### config.mk
export PLATFORM = sky130hd
export DESIGN_NAME = mrc_ctrl
export DESIGN_NICKNAME = d
export VERILOG_FILES = /design/src/rtl/mrc_pkg.sv /design/src/rtl/mrc_ctrl.sv
export SDC_FILE = /design/constraint.sdc
export NUM_CORES = 1
export LEC_CHECK = 0
export ABC_AREA = 1
export BUFFER_PORTS_ARGS = -buffer_cell sky130_fd_sc_hd__buf_2
export CAP_MARGIN = 20
export CELL_PAD_IN_SITES_DETAIL_PLACEMENT = 1
export CELL_PAD_IN_SITES_GLOBAL_PLACEMENT = 1
export CORE_AREA = 2 2 39 41
export CTS_CLUSTER_SIZE = 14
export DETAILED_ROUTE_END_ITERATION = 7
export DIE_AREA = 0 0 41 43
export GPL_TIMING_DRIVEN = 0
export PLACE_DENSITY_LB_ADDON = 0.1
export SLEW_MARGIN = 10
export SYNTH_ARGS = -nofsm -noshare
export SYNTH_HDL_FRONTEND = slang
export SYNTH_SLANG_ARGS = --single-unit
### constraint.sdc
create_clock -name clk -period 2 [get_ports clk]
set_input_delay 0.4 -clock clk [delete_from_list [all_inputs] [get_ports clk]]
set_output_delay 0.4 -clock clk [all_outputs]
set_load 0.02 [all_outputs]
### src/rtl/mrc_pkg.sv
// Shared types and constants for the MIPS I integer core.
package mrc_pkg;

  localparam logic [31:0] VEC_RESET   = 32'hBFC0_0000;
  localparam logic [31:0] VEC_BOOT    = 32'hBFC0_0100;
  localparam logic [31:0] VEC_GENERAL = 32'h8000_0080;
  localparam logic [31:0] EXC_CODE_MASK = 32'h0000_007C;
  localparam logic [31:0] CAUSE_SW_MASK = 32'h0000_0300;
  localparam logic [31:0] STATUS_STACK  = 32'h0000_003F;

  localparam logic [4:0] EXC_SYS = 5'd8;
  localparam logic [4:0] EXC_BRK = 5'd9;

  localparam logic [2:0] LK_LB  = 3'd0;
  localparam logic [2:0] LK_LH  = 3'd1;
  localparam logic [2:0] LK_LW  = 3'd2;
  localparam logic [2:0] LK_LBU = 3'd3;
  localparam logic [2:0] LK_LHU = 3'd4;
  localparam logic [2:0] LK_LWL = 3'd5;
  localparam logic [2:0] LK_LWR = 3'd6;

  localparam logic [1:0] ACC_NONE  = 2'd0;
  localparam logic [1:0] ACC_READ  = 2'd1;
  localparam logic [1:0] ACC_WRITE = 2'd2;

  localparam logic [5:0] DIV_STEPS = 6'd32;

  // controller -> datapath
  typedef struct packed {
    logic read_regs;   // latch instruction, read rs
    logic read_rt;     // read rt
    logic execute;     // commit the instruction
    logic load_fin;    // commit load data
    logic md_start;    // start multiply or divide
    logic md_step;     // one divide step / multiply partial
    logic md_done;     // write HI/LO
  } mrc_cmd_t;

  // datapath -> controller
  typedef struct packed {
    logic is_mul;
    logic is_div;
    logic load_valid;
    logic md_last;
  } mrc_stat_t;

endpackage

### src/rtl/mrc_ctrl.sv
// Sequencing state machine for the integer core.
module mrc_ctrl (
  input  logic                clk,
  input  logic                rst,
  input  logic                in_valid,
  output logic                in_ready,
  input  logic                func,
  output logic                out_valid,
  input  logic                out_ready,
  input  mrc_pkg::mrc_stat_t  stat,
  output mrc_pkg::mrc_cmd_t   cmd
);

  localparam logic [2:0] S_IDLE = 3'd0;
  localparam logic [2:0] S_RS   = 3'd1;
  localparam logic [2:0] S_RT   = 3'd2;
  localparam logic [2:0] S_EXE  = 3'd3;
  localparam logic [2:0] S_MD   = 3'd4;
  localparam logic [2:0] S_LFIN = 3'd5;

  logic [2:0] state, state_next;
  logic       out_valid_next;
  logic       is_load;

  assign in_ready = (state == S_IDLE) && !out_valid;
  assign is_load  = func;

  always_comb begin
    state_next     = state;
    out_valid_next = out_valid;
    cmd            = '0;
    if (out_valid && out_ready) out_valid_next = 1'b0;
    unique case (state)
      S_IDLE: begin
        if (in_valid && in_ready) begin
          cmd.read_regs = 1'b1;
          state_next = is_load ? S_LFIN : S_RS;
        end
      end
      S_RS: begin
        cmd.read_rt = 1'b1;
        state_next = S_RT;
      end
      S_RT: begin
        if (stat.is_mul || stat.is_div) begin
          cmd.md_start = 1'b1;
          state_next = S_MD;
        end else begin
          state_next = S_EXE;
        end
      end
      S_MD: begin
        cmd.md_step = 1'b1;
        if (stat.md_last) state_next = S_EXE;
      end
      S_EXE: begin
        cmd.execute = 1'b1;
        cmd.md_done = stat.is_mul || stat.is_div;
        out_valid_next = 1'b1;
        state_next = S_IDLE;
      end
      S_LFIN: begin
        cmd.load_fin = stat.load_valid;
        out_valid_next = 1'b1;
        state_next = S_IDLE;
      end
      default: state_next = S_IDLE;
    endcase
  end

  always_ff @(posedge clk) begin
    if (rst) begin
      state     <= S_IDLE;
      out_valid <= 1'b0;
    end else begin
      state     <= state_next;
      out_valid <= out_valid_next;
    end
  end

endmodule

# After elaboration in Yosys (flattened, before gate mapping)
# Cells that the tools add are included.
[totals] inputBits=9 mem_count=0 romBits=0 elab_cells=34 latchBits=0 register_bits=4 ram_bits=0
[classes] bitwise=0 n_lt_le_gt_ge=0 n_reduce_logical=9 div_mod_pow=0 shifts=0 eq_ne=7 n_addsub=0 n_mux=16 multipliers=0
[ops] op="$mux 3" count=4
[ops] op="$pmux 3 s4" count=1
[ops] op="$mux 1" count=11
[ops] op="$eq 3x2->1 const B" count=2
[ops] op="$eq 3x3->1 const B" count=2
[ops] op="$eq 3x1->1 const B" count=1
[ops] op="$logic_and 1x1->1" count=3
[ops] op="$logic_not 3->1" count=1
[ops] op="$ne 2x1->1 const B" count=1
[ops] op="$ne 2x2->1 const B" count=1
[ops] op="$reduce_and 2->1" count=1
[ops] op="$reduce_bool 2->1" count=1
[ops] op="$reduce_or 2->1" count=1
[ops] op="$logic_not 1->1" count=1
[ops] op="$logic_or 1x1->1" count=1

# Logic depth before layout (Yosys ltp)
[depth] depth_word=5 ltp_mapped=6 mapped_depth_nobuf=6

# Worst setup path before layout
# Ideal clock, no wire load.
[synth_path] kind="register to output" startpoint="reg state[0]" endpoint="out cmd[6] in the netlist's numbering" slack_ns=0.573 n_path_buf=0 path_stages_with_launch=4 arrival_time_ns=1.027 t_required_ns=1.600 path_cell_list="dfxtp_1 nor2_4 nand2_1 nor3_1"
[synth_lines] item="start: declaration" line_no="mrc_ctrl.sv:21" rtl="logic [2:0] state, state_next;"
[synth_lines] item="start signal: assignment" line_no="mrc_ctrl.sv:76" rtl="state <= state_next;"
[synth_lines] item="end: declaration" line_no="mrc_ctrl.sv:11" rtl="output mrc_pkg::mrc_cmd_t cmd"

==> metrics.md <==
| Metric | Value |
|---|---|
| Result of the run | `completed` |
| Area used by multi-input combinational logic | `149 um2` |
| Max_cap viols | `0` |
| Detailed-router iteration count before antenna repair | `1` |
| Synthesis warning total | `0` |
| FF/Latch Area | `around 80 um2` |
| Most common library cell in the layout ignoring fill and taps | `sky130_fd_sc_hd__buf_2` |
| Cells after Synth | `between 40 and 50` |
| Post-detailed-route count of antenna-violating nets | `0` |
| Vias in the first global route | `~320` |
| Cell type of the slowest stage on the worst timing path | `sky130_fd_sc_hd__dfxtp_1` |
| Classification of the worst-slack hold path | `in2reg` |
| Worst EP arrival | `between 1 and 1.5 ns` |
| Wire length reported by the detailed router | `about 770 um` |
| Tightest Pin Transition | `0.242 ns` |
| Slew Limit Fails | `0` |
| Number of antenna diodes | `0` |
| RSZ-0062 raised after global routing | `false` |
| Share of the yosys chip area belonging to registers | `about 29%` |
| CTS HTree Levels | `1` |
| Number of distinct library cells after synthesis | `13` |
| Routed WL per cell | `about 9.4 um` |
| Fill cell total of the finished layout | `around 190` |
| Clock root buffer | `sky130_fd_sc_hd__clkbuf_4` |
| Clock-pin slew of the registers on the worst-case setup and hold paths | `0.04 ns` |
| Register bit count reported by yosys | `4` |
| Horizontal die dimension | `41 um` |
| Final core occ | `~29%` |
| Pin count of the biggest net entering global routing | `6` |
| Final weighted congestion of routability-driven global placement | `0.759` |
| CTS tree | `yes` |
| Site Rows | `14` |
| Period utilization | `78.2%` |
| Wire length of the first global-routing pass | `~1400 um` |
| Post-synthesis area per instance | `roughly 6.0 um2` |
| Cell Pwr Density | `around 1700 nW/um2` |
| Setup crit start kind | `register` |
| Worst-case clock skew | `about 0.0036 ns` |
| Core Region | `roughly 1400 um2` |
| Crit path kind | `reg2out` |
| Post-route setup TNS | `0 ns` |
| Initial core utilization | `about a fifth` |
| Die Height | `roughly 43 um` |
| Hold Buf Count CTS | `0` |
| Category of the worst setup path capture point | `output port` |
| Die area | `about 1800 um2` |
| Clock Latency Late Sink | `0.23 ns` |
| Post-synthesis net count | `55` |
| Finish-stage setup viols | `0` |
| Number of antenna violations at the first check in global routing | `0` |
| Largest stage delay, worst path | `approximately 0.35 ns` |
| # resized after CTS | `0` |
| CP Cell Sequence | `nor2_4 > nand2_1 > nor3_1 > buf_2` |
| Count of buffers added by post-CTS timing repair for setup | `0` |
| Number of sinks handled by clock tree synthesis | `4` |
| Post-Syn Area | `278 um2` |
| Via count normalized by instance count | `just over 4` |
| Reported leakage power | `approximately 0.27 nW` |
| Port Buf Inserts | `17` |
| Boundary pin count | `18` |
| Global route overflow | `0` |
| Detail Placement HPWL | `646 um` |
| Relative slew slack | `a little over four fifths` |
| Post-layout minimum cycle time | `roughly 1.6 ns` |
| # nets final | `between 70 and 80` |
| Most used cells in the layout excluding fill and tap cells | `17 x sky130_fd_sc_hd__buf_2, 13 x sky130_fd_sc_hd__inv_1, 8 x sky130_fd_sc_hd__nand3_1, 7 x sky130_fd_sc_hd__nor2_1, 6 x sky130_fd_sc_hd__nand2_1` |
| Layout overhead on the synthesized area | `45.9%` |
| Number of DRC violations after detailed routing | `0` |
| Max Freq | `639 MHz` |
| Worst vdd rail ir drop | `0.499 mV` |
| Vias after detailed routing | `between 300 and 400` |
| GRT Total Usage | `about an eighth` |
| Number of hold violations in the final report | `0` |
| Required time of the critical path | `roughly 1.6 ns` |
| Layout cells sized above 1 | `between 30% and 40%` |
| Deepest clock path buffer count | `2` |
| CTS Buf Count | `3` |
| Largest fanout on the critical path | `5` |
| Violation count after the first detailed-route iteration | `0` |
-- power by group --
group | internal [mW] | switching, mW | leakage [nW] | total (mW)
Combinational | 0.148 | 0.264 | 0.225 | 0.412
Clock | 0.0672 | 0.0338 | 0.0138 | 0.101
Sequential | 0.114 | 0.0490 | 0.0329 | 0.163
-- area by class of cell --
class | instances | area share, %
Multi-Input combinational cell | 29 | 36.7
Timing Repair Buffer | 17 | 21.0
Sequential cell | 4 | 19.8
Inverter | 13 | 12.0
Clock buffer | 3 | 5.56
Tap cell | 16 | 4.94
-- registers in the layout, summed over array words and instances, names as in the netlist --
name	count
out_valid	1
state	3
-- worst max-delay path: cells and delay by family (launching register included) --
| kind | cells | cell delay (ns) |
|---|---|---|
| simple gates | 3 | 0.39 |
| flops | 1 | 0.35 |
| buf+inv | 1 | 0.19 |
-- routing by layer --
metal	vias up	global-route usage [%]	share of wire, %
met4	0	6.00	0
met2	8	16.3	51
met3	0	3.14	4.8
met5	-	0	0
met1	150	16.0	44
li1	179	-	-
-- path summary, 6_finish.rpt --
kind	from	endpoint	slack, ns	depth (start not counted)
worst min-delay path	rst	state[2]	0.37	2
worst max register to register	state[0]	state[1]	0.91	5
worst min register to register	state[2]	state[2]	0.65	3
worst max-delay path	state[0]	cmd[6]	0.44	4
-- synthesized netlist by cell type (all sizes together) --
cell,number,area [um2]
inv,13,48.8
nor2,8,37.5
nand3,8,40.0
nor3,1,5.00
o21bai,1,7.51
dfxtp,4,80.1
a21oi,1,8.76
or2,1,8.76
o21ai,1,5.00
o211ai,1,7.51
nand2,7,28.8
-- logic make-up (layout without fill, tap and decap cells) --
| group | count (synthesis) | count (layout) | share of synthesized area [%] |
|---|---|---|---|
| compound gates | 4 | 4 | 10.4 |
| buf+inv | 13 | 33 | 17.6 |
| flops | 4 | 4 | 28.8 |
| simple gates | 25 | 25 | 43.2 |
-- per-stage QoR --
stage	cells	worst slack, ns	hold slack (ns)	area (um2)	power (mW)
after floorplan	46	0.573	0.462	278	0.456
after global routing	82	0.256	0.370	405	0.760
final	82	0.435	0.369	405	0.676
after global placement	79	0.651	0.611	383	0.584
after CTS	82	0.410	0.359	405	0.690
after detailed placement	79	0.675	0.616	383	0.581
Note: power is estimated with default switching activity, not from simulation.
